===== src/rtl/mts_pkg.sv =====
// Shared types, constants and helpers for the midtones transfer stretch block.
package mts_pkg;

    localparam int PIXEL_BITS_DEF = 16;
    localparam int PIX_W          = 16;
    localparam int CH_W           = 2;
    localparam int LEVEL_W        = 17;
    localparam int FS_W           = 16;
    localparam int IDX_W          = 3;
    localparam int DATA_W         = 17;
    localparam int UNIT           = 65536;

    // signed width of rational numerator and divisor, and of their magnitudes
    localparam int DW = 52;
    localparam int MW = 51;

    // register indexes
    localparam logic [IDX_W-1:0] REG_SHADOWS    = 3'd0;
    localparam logic [IDX_W-1:0] REG_MIDTONES   = 3'd1;
    localparam logic [IDX_W-1:0] REG_HIGHLIGHTS = 3'd2;
    localparam logic [IDX_W-1:0] REG_INVERSE    = 3'd3;
    localparam logic [IDX_W-1:0] REG_CH_ENABLE  = 3'd4;
    localparam logic [IDX_W-1:0] REG_FULL_SCALE = 3'd5;

    // levels are held already clamped to 1.0, full scale already nonzero
    typedef struct packed {
        logic [LEVEL_W-1:0] shadows;
        logic [LEVEL_W-1:0] midtones;
        logic [LEVEL_W-1:0] highlights;
        logic               inverse;
        logic [2:0]         ch_enable;
        logic [FS_W-1:0]    full_scale;
    } cfg_t;

    // per-beat control that travels beside the arithmetic
    typedef struct packed {
        logic             bypass;
        logic             fixed;
        logic [PIX_W-1:0] value;
    } side_t;

    function automatic logic [PIX_W-1:0] pix_max(input int bits);
        pix_max = PIX_W'((32'd1 << bits) - 32'd1);
    endfunction

endpackage


===== src/rtl/mts_div.sv =====
// Pipelined restoring divider: round(PIXEL_MAX * num / den) with saturation.
module mts_div #(
    parameter int PIXEL_BITS = mts_pkg::PIXEL_BITS_DEF
) (
    input  logic                          clk,
    input  logic                          rst_n,
    input  logic                          en,
    input  logic                          in_valid,
    input  logic signed [mts_pkg::DW-1:0] num,
    input  logic signed [mts_pkg::DW-1:0] den,
    input  mts_pkg::side_t                side,
    output logic                          out_valid,
    output logic [mts_pkg::PIX_W-1:0]     pixel_out
);
    import mts_pkg::*;

    localparam logic [PIX_W-1:0] PMAX = pix_max(PIXEL_BITS);
    localparam int RW = MW + PIXEL_BITS;

    // stage F: sign tests and magnitudes
    logic          f_v_reg, f_v_next;
    side_t         f_side_reg, f_side_next;
    logic [MW-1:0] f_un_reg, f_un_next;
    logic [MW-1:0] f_ud_reg, f_ud_next;
    logic [DW-1:0] f_nabs, f_dabs;

    always_comb
    begin
        f_nabs      = num[DW-1] ? DW'(-num) : num;
        f_dabs      = den[DW-1] ? DW'(-den) : den;
        f_v_next    = in_valid;
        f_side_next = side;
        f_un_next   = f_nabs[MW-1:0];
        f_ud_next   = f_dabs[MW-1:0];
        if (!side.bypass && !side.fixed)
        begin
            if (den == '0)
            begin
                f_side_next.fixed = 1'b1;
                f_side_next.value = PMAX;
            end
            else if (num == '0 || (num[DW-1] != den[DW-1]))
            begin
                f_side_next.fixed = 1'b1;
                f_side_next.value = '0;
            end
        end
    end

    // stage G: ratio at or above one saturates, form dividend
    logic          g_v_reg, g_v_next;
    side_t         g_side_reg, g_side_next;
    logic [RW-1:0] g_r_reg, g_r_next;
    logic [MW-1:0] g_ud_reg, g_ud_next;

    always_comb
    begin
        g_v_next    = f_v_reg;
        g_side_next = f_side_reg;
        g_ud_next   = f_ud_reg;
        g_r_next    = {f_un_reg, {PIXEL_BITS{1'b0}}} - RW'(f_un_reg);
        if (!f_side_reg.bypass && !f_side_reg.fixed && (f_un_reg >= f_ud_reg))
        begin
            g_side_next.fixed = 1'b1;
            g_side_next.value = PMAX;
        end
    end

    always_ff @(posedge clk or negedge rst_n)
    begin
        if (!rst_n)
        begin
            f_v_reg <= 1'b0;
            g_v_reg <= 1'b0;
        end
        else if (en)
        begin
            f_v_reg <= f_v_next;
            g_v_reg <= g_v_next;
        end
    end

    always_ff @(posedge clk)
    begin
        if (en)
        begin
            f_side_reg <= f_side_next;
            f_un_reg   <= f_un_next;
            f_ud_reg   <= f_ud_next;
            g_side_reg <= g_side_next;
            g_r_reg    <= g_r_next;
            g_ud_reg   <= g_ud_next;
        end
    end

    // quotient stages, one bit each, most significant first
    logic                  q_v_reg    [PIXEL_BITS];
    side_t                 q_side_reg [PIXEL_BITS];
    logic [RW-1:0]         q_r_reg    [PIXEL_BITS];
    logic [MW-1:0]         q_ud_reg   [PIXEL_BITS];
    logic [PIXEL_BITS-1:0] q_q_reg    [PIXEL_BITS];

    for (genvar k = 0; k < PIXEL_BITS; k++)
    begin : g_qstage
        localparam int BIT = PIXEL_BITS - 1 - k;

        logic                  v_in;
        side_t                 side_in;
        logic [RW-1:0]         r_in;
        logic [MW-1:0]         ud_in;
        logic [PIXEL_BITS-1:0] q_in;
        logic [RW-1:0]         dsh;
        logic                  take;
        logic [RW-1:0]         r_next;
        logic [PIXEL_BITS-1:0] q_next;

        if (k == 0)
        begin : g_first
            assign v_in    = g_v_reg;
            assign side_in = g_side_reg;
            assign r_in    = g_r_reg;
            assign ud_in   = g_ud_reg;
            assign q_in    = '0;
        end
        else
        begin : g_rest
            assign v_in    = q_v_reg[k-1];
            assign side_in = q_side_reg[k-1];
            assign r_in    = q_r_reg[k-1];
            assign ud_in   = q_ud_reg[k-1];
            assign q_in    = q_q_reg[k-1];
        end

        // subtract the shifted divisor where it fits
        always_comb
        begin
            dsh    = RW'(ud_in) << BIT;
            take   = r_in >= dsh;
            r_next = take ? (r_in - dsh) : r_in;
            q_next = q_in;
            if (take)
            begin
                q_next[BIT] = 1'b1;
            end
        end

        always_ff @(posedge clk or negedge rst_n)
        begin
            if (!rst_n)
            begin
                q_v_reg[k] <= 1'b0;
            end
            else if (en)
            begin
                q_v_reg[k] <= v_in;
            end
        end

        always_ff @(posedge clk)
        begin
            if (en)
            begin
                q_side_reg[k] <= side_in;
                q_r_reg[k]    <= r_next;
                q_ud_reg[k]   <= ud_in;
                q_q_reg[k]    <= q_next;
            end
        end
    end

    // final stage: round half up on remainder, saturate, merge fixed results
    logic                out_v_reg, out_v_next;
    logic [PIX_W-1:0]    pix_reg, pix_next;
    logic [RW:0]         r_dbl;
    logic [PIXEL_BITS:0] q_rnd;
    logic [PIX_W-1:0]    q_sat;

    always_comb
    begin
        r_dbl      = {q_r_reg[PIXEL_BITS-1], 1'b0};
        q_rnd      = {1'b0, q_q_reg[PIXEL_BITS-1]}
                     + (PIXEL_BITS+1)'(r_dbl >= (RW+1)'(q_ud_reg[PIXEL_BITS-1]));
        q_sat      = (q_rnd > (PIXEL_BITS+1)'(PMAX)) ? PMAX : PIX_W'(q_rnd);
        out_v_next = q_v_reg[PIXEL_BITS-1];
        if (q_side_reg[PIXEL_BITS-1].bypass || q_side_reg[PIXEL_BITS-1].fixed)
        begin
            pix_next = q_side_reg[PIXEL_BITS-1].value;
        end
        else
        begin
            pix_next = q_sat;
        end
    end

    always_ff @(posedge clk or negedge rst_n)
    begin
        if (!rst_n)
        begin
            out_v_reg <= 1'b0;
        end
        else if (en)
        begin
            out_v_reg <= out_v_next;
        end
    end

    always_ff @(posedge clk)
    begin
        if (en)
        begin
            pix_reg <= pix_next;
        end
    end

    assign out_valid = out_v_reg;
    assign pixel_out = pix_reg;

endmodule


===== config.mk =====
export PLATFORM = sky130hd
export DESIGN_NAME = mts_div
export DESIGN_NICKNAME = d
export VERILOG_FILES = /design/src/rtl/mts_pkg.sv /design/src/rtl/mts_div.sv
export SDC_FILE = /design/constraint.sdc
export NUM_CORES = 2
export LEC_CHECK = 0
export BUFFER_PORTS_ARGS = -buffer_cell sky130_fd_sc_hd__buf_2
export CAP_MARGIN = 20
export CORE_ASPECT_RATIO = 0.7
export CORE_MARGIN = 2
export CORE_UTILIZATION = 40
export DETAILED_ROUTE_END_ITERATION = 10
export PLACE_DENSITY = 0.54
export REMOVE_ABC_BUFFERS = 1
export SYNTH_ARGS = -nofsm -noshare
export SYNTH_HDL_FRONTEND = slang
export SYNTH_SLANG_ARGS = --single-unit

===== constraint.sdc =====
create_clock -name clk -period 4.4 [get_ports clk]
set_clock_uncertainty 0.2 [all_clocks]
set_input_delay 0.44 -clock clk [delete_from_list [all_inputs] [get_ports clk]]
set_output_delay 0.44 -clock clk [all_outputs]
set_load 0.02 [all_outputs]

==> impl_metrics.py <==
metrics = {
    "run_status": {
        "status": "finished, final reports clean",
    },
    "grt": {
        "grt_usage_pct": 22.3,
        "grt_start_max_net_pins": 111,
        "antenna_found_initial": 13,
        "grt_pass1_wl_um": 648000,
        "use_met2_pct": 30.6,
        "grt_overflow_total": 0,
        "busiest_layer": "met1",
        "grt_pass1_vias": 103000,
        "met1_usage_pct": 35.5,
        "globalRouteMet3Util_pct": 5.04,
    },
    "final_layout": {
        "area_growth_pct": 17.9,
        "final_nets": 16200,
        "largest_reg_flops": 1072,
        "fin_cells": 20300,
        "layout-drive-gt1-share_pct": 13.6,
    },
    "timing": {
        "rsz0062_at_grt": "yes",
        "worst_pin_slew_ps": 1050,
        "drv_slew": 0,
        "fin_crit_ps": 4350,
        "fmax_ghz": 0.230,
        "slew_headroom_pct": 29.1,
        "fin_crit_sh_pct": 98.8,
        "finalSetupViolCount": 0,
        "layout_setup_ws_ps": 50.8,
        "hold_viol": 0,
    },
    "drt": {
        "drt_iter0_markers": 11200,
        "routed_via_density": 5.43,
        "num_vias": 110000,
        "ant_nets": 0,
        "firstDrtPassIters": 6,
        "drc": 0,
        "wirelength_um": 432000,
        "wl_per_cell_um": 21.3,
    },
    "die": {
        "rows": 187,
        "coreArea_um2": 370000,
        "die_w_um": 732,
        "ios": 143,
        "fp.dieH_um": 513,
        "die_area_um2": 376000,
        "start_util_pct": 40.1,
    },
    "logic_synthesis": {
        "synth_edf_count": 2584,
        "synth_cell_types": 102,
        "synthTopCellsByArea": "edfxtp_1 (52%), ha_1 (8.1%), a21oi_1 (4.4%), xnor2_1 (3.7%), o21ai_0 (3.1%)",
        "synth-seq-cells": 2603,
        "synth.most_common_cell": "edfxtp_1",
        "synth_area_um2": 148000,
        "avgSynthCellArea_um2": 10.7,
        "yosys.area.top_type_share_pct": 52.3,
        "ys_top_cells_by_count": "edfxtp_1 (2584), a21oi_1 (1310), inv_1 (1207)",
        "synth_ff_type": "edfxtp_1",
        "seq_area_frac_synth_pct": 52.7,
        "async_flop_share_pct": 0.730,
        "synth_warnings": 0,
        "syn_inst": 13900,
        "synth_area_leader_cell": "edfxtp_1",
    },
    "setup_path": {
        "startpoint": "q_ud_reg[1][120]",
        "crit_path_max_fanout": 52,
        "worst_setup_path_end_kind": "register",
        "r2r_start": "q_ud_reg[1][120]",
        "r2r_slack_ps": 50,
        "ff2ff_path_depth": 14,
        "reg2reg_to": "q_r_reg[1][225]",
        "cp_data_required_time_ps": 4800,
        "crit_type": "register to register",
        "critPathArrivalTime_ps": 4750,
        "endpoint": "q_r_reg[1][225]",
        "start_kind": "register",
    },
    "clock_network": {
        "cts_sinks": 2603,
        "cts_tree": "built",
        "clk_path_buf_depth": 4,
        "cts_buffers": 281,
        "cts_root_buf": "clkbuf_16",
        "htreeDepth": 5,
        "path_clk_slew_ps": 60,
        "clock_latency_ps": 920,
    },
    "placed_design": {
        "dp.final_hpwl_um": 339000,
        "placed_cells": 19500,
        "place_ws_ps": -514,
        "gp_congestion": 0.935,
        "io_buffer_count": 142,
    },
    "flow_run": {
        "maxCapViolCount": 0,
    },
    "power": {
        "leakage_nw": 70.3,
        "peakVddDrop_v": 0.000357,
        "power_density_nw_per_um2": 674,
    },
    "hold_path": {
        "hold_class": "input port to register",
    },
}
[through the flow]
step	power (mW)	hold slack (ps)	util, %	setup TNS [ps]	area [um^2]
floorplan	72.8	-55.6	-	-1354490	146000
global placement	92.6	197	44.0	-10060	163000
detailed placement	92.4	204	44.0	-8270	163000
CTS	117	31.8	47.0	0	174000
global route	125	99.2	47.2	-661	175000
finish	118	126	47.2	0	175000
[cells in the final DEF (no fill, tap or decap), types with 51 or more instances in the layout]
| cell | count |
|---|---|
| and3_1 | 101 |
| o211ai_1 | 56 |
| nand2_1 | 1109 |
| buf_12 | 62 |
| or4_1 | 56 |
| nand4_1 | 265 |
| nor2b_1 | 125 |
| nand2b_1 | 135 |
| edfxtp_1 | 2584 |
| xnor2_1 | 627 |
| inv_1 | 1207 |
| o21ai_0 | 901 |
| a21o_1 | 521 |
| clkbuf_1 | 58 |
| o21bai_1 | 172 |
| a21oi_1 | 1286 |
| o21a_1 | 106 |
| buf_4 | 1084 |
| or3_1 | 87 |
| nand3_1 | 235 |
| dlygate4sd3_1 | 215 |
| mux2_2 | 136 |
| o31ai_1 | 91 |
| ha_1 | 954 |
| xor2_1 | 412 |
| and2_1 | 57 |
| a31oi_1 | 102 |
| nor4_1 | 95 |
| nor3_1 | 165 |
| clkbuf_16 | 288 |
| a211oi_1 | 79 |
| nor2_1 | 906 |
| or2_2 | 51 |
| buf_2 | 141 |
[final cells by class]
cell class                      count  area [um^2]
Tap cell                         4914         6150
Sequential cell                  2603        78100
Multi-Input combinational cell   9546        64600
Fill cell                       34300       195000
Timing Repair Buffer             1507        12300
Antenna cell                        6         15.0
Clock inverter                    159         1690
Clock buffer                      344         7370
Inverter                         1209         4540
[worst max-delay path: stages (launching register included)]
cell and delay, ps:
edfxtp_1 440, inv_1 90, ha_1 230, buf_4 160
a21oi_1 220, o21ai_0 200, nand2_1 140, a311o_1 320
o211ai_1 230, a21o_1 250, buf_12 150, a41o_1 290
a211oi_4 400, buf_12 290, mux2_2 390
[where the power goes]
part | switching (mW) | internal, mW
Clock | 10.1 | 13.6
Combinational | 30.8 | 23.2
Sequential | 4.42 | 35.6
Total | 45.4 | 72.4
[layer usage]
metal	share of wire (%)	wire length [um]	vias to the layer above
met2	39	168000	3373
met4	2.0	8540	2
met5	0.0030	13	-
met1	51	219000	52800
met3	8.4	36300	486
li1	-	-	53500
[what timing repair did]
action	4_1_cts	5_1_grt
hold endpoints to repair	176	0
setup endpoints to repair	32	453
pin swaps	5	18
resized for setup	22	143
hold buffers	215	0
setup buffers	3	11
gates cloned	0	2
[logic make-up (layout without fill, tap and decap cells)]
group,after synthesis,count (layout),share of synthesized area (%)
compound gates,3802,3802,15.8
simple gates,3590,3590,11.7
flops,2603,2603,52.7
buf+inv,1705,3219,4.37
xor+xnor,1039,1039,6.14
fa+ha+maj,973,973,8.29
mux,142,142,1.07
other cells,0,6,0
[how the worst min path moves through the flow]
stage	from	endpoint	slack, ps	cells past startpoint
detailed placement	rst_n	g_qstage[1].v_in	200	1
floorplan	rst_n	f_v_reg	-60	0
global route	in_valid	f_v_reg	100	3
global placement	rst_n	f_v_reg	200	1
finish	in_valid	f_v_reg	130	3
CTS	den[0]	f_ud_reg[0]	30	2
(Power assumes the default switching activity.)
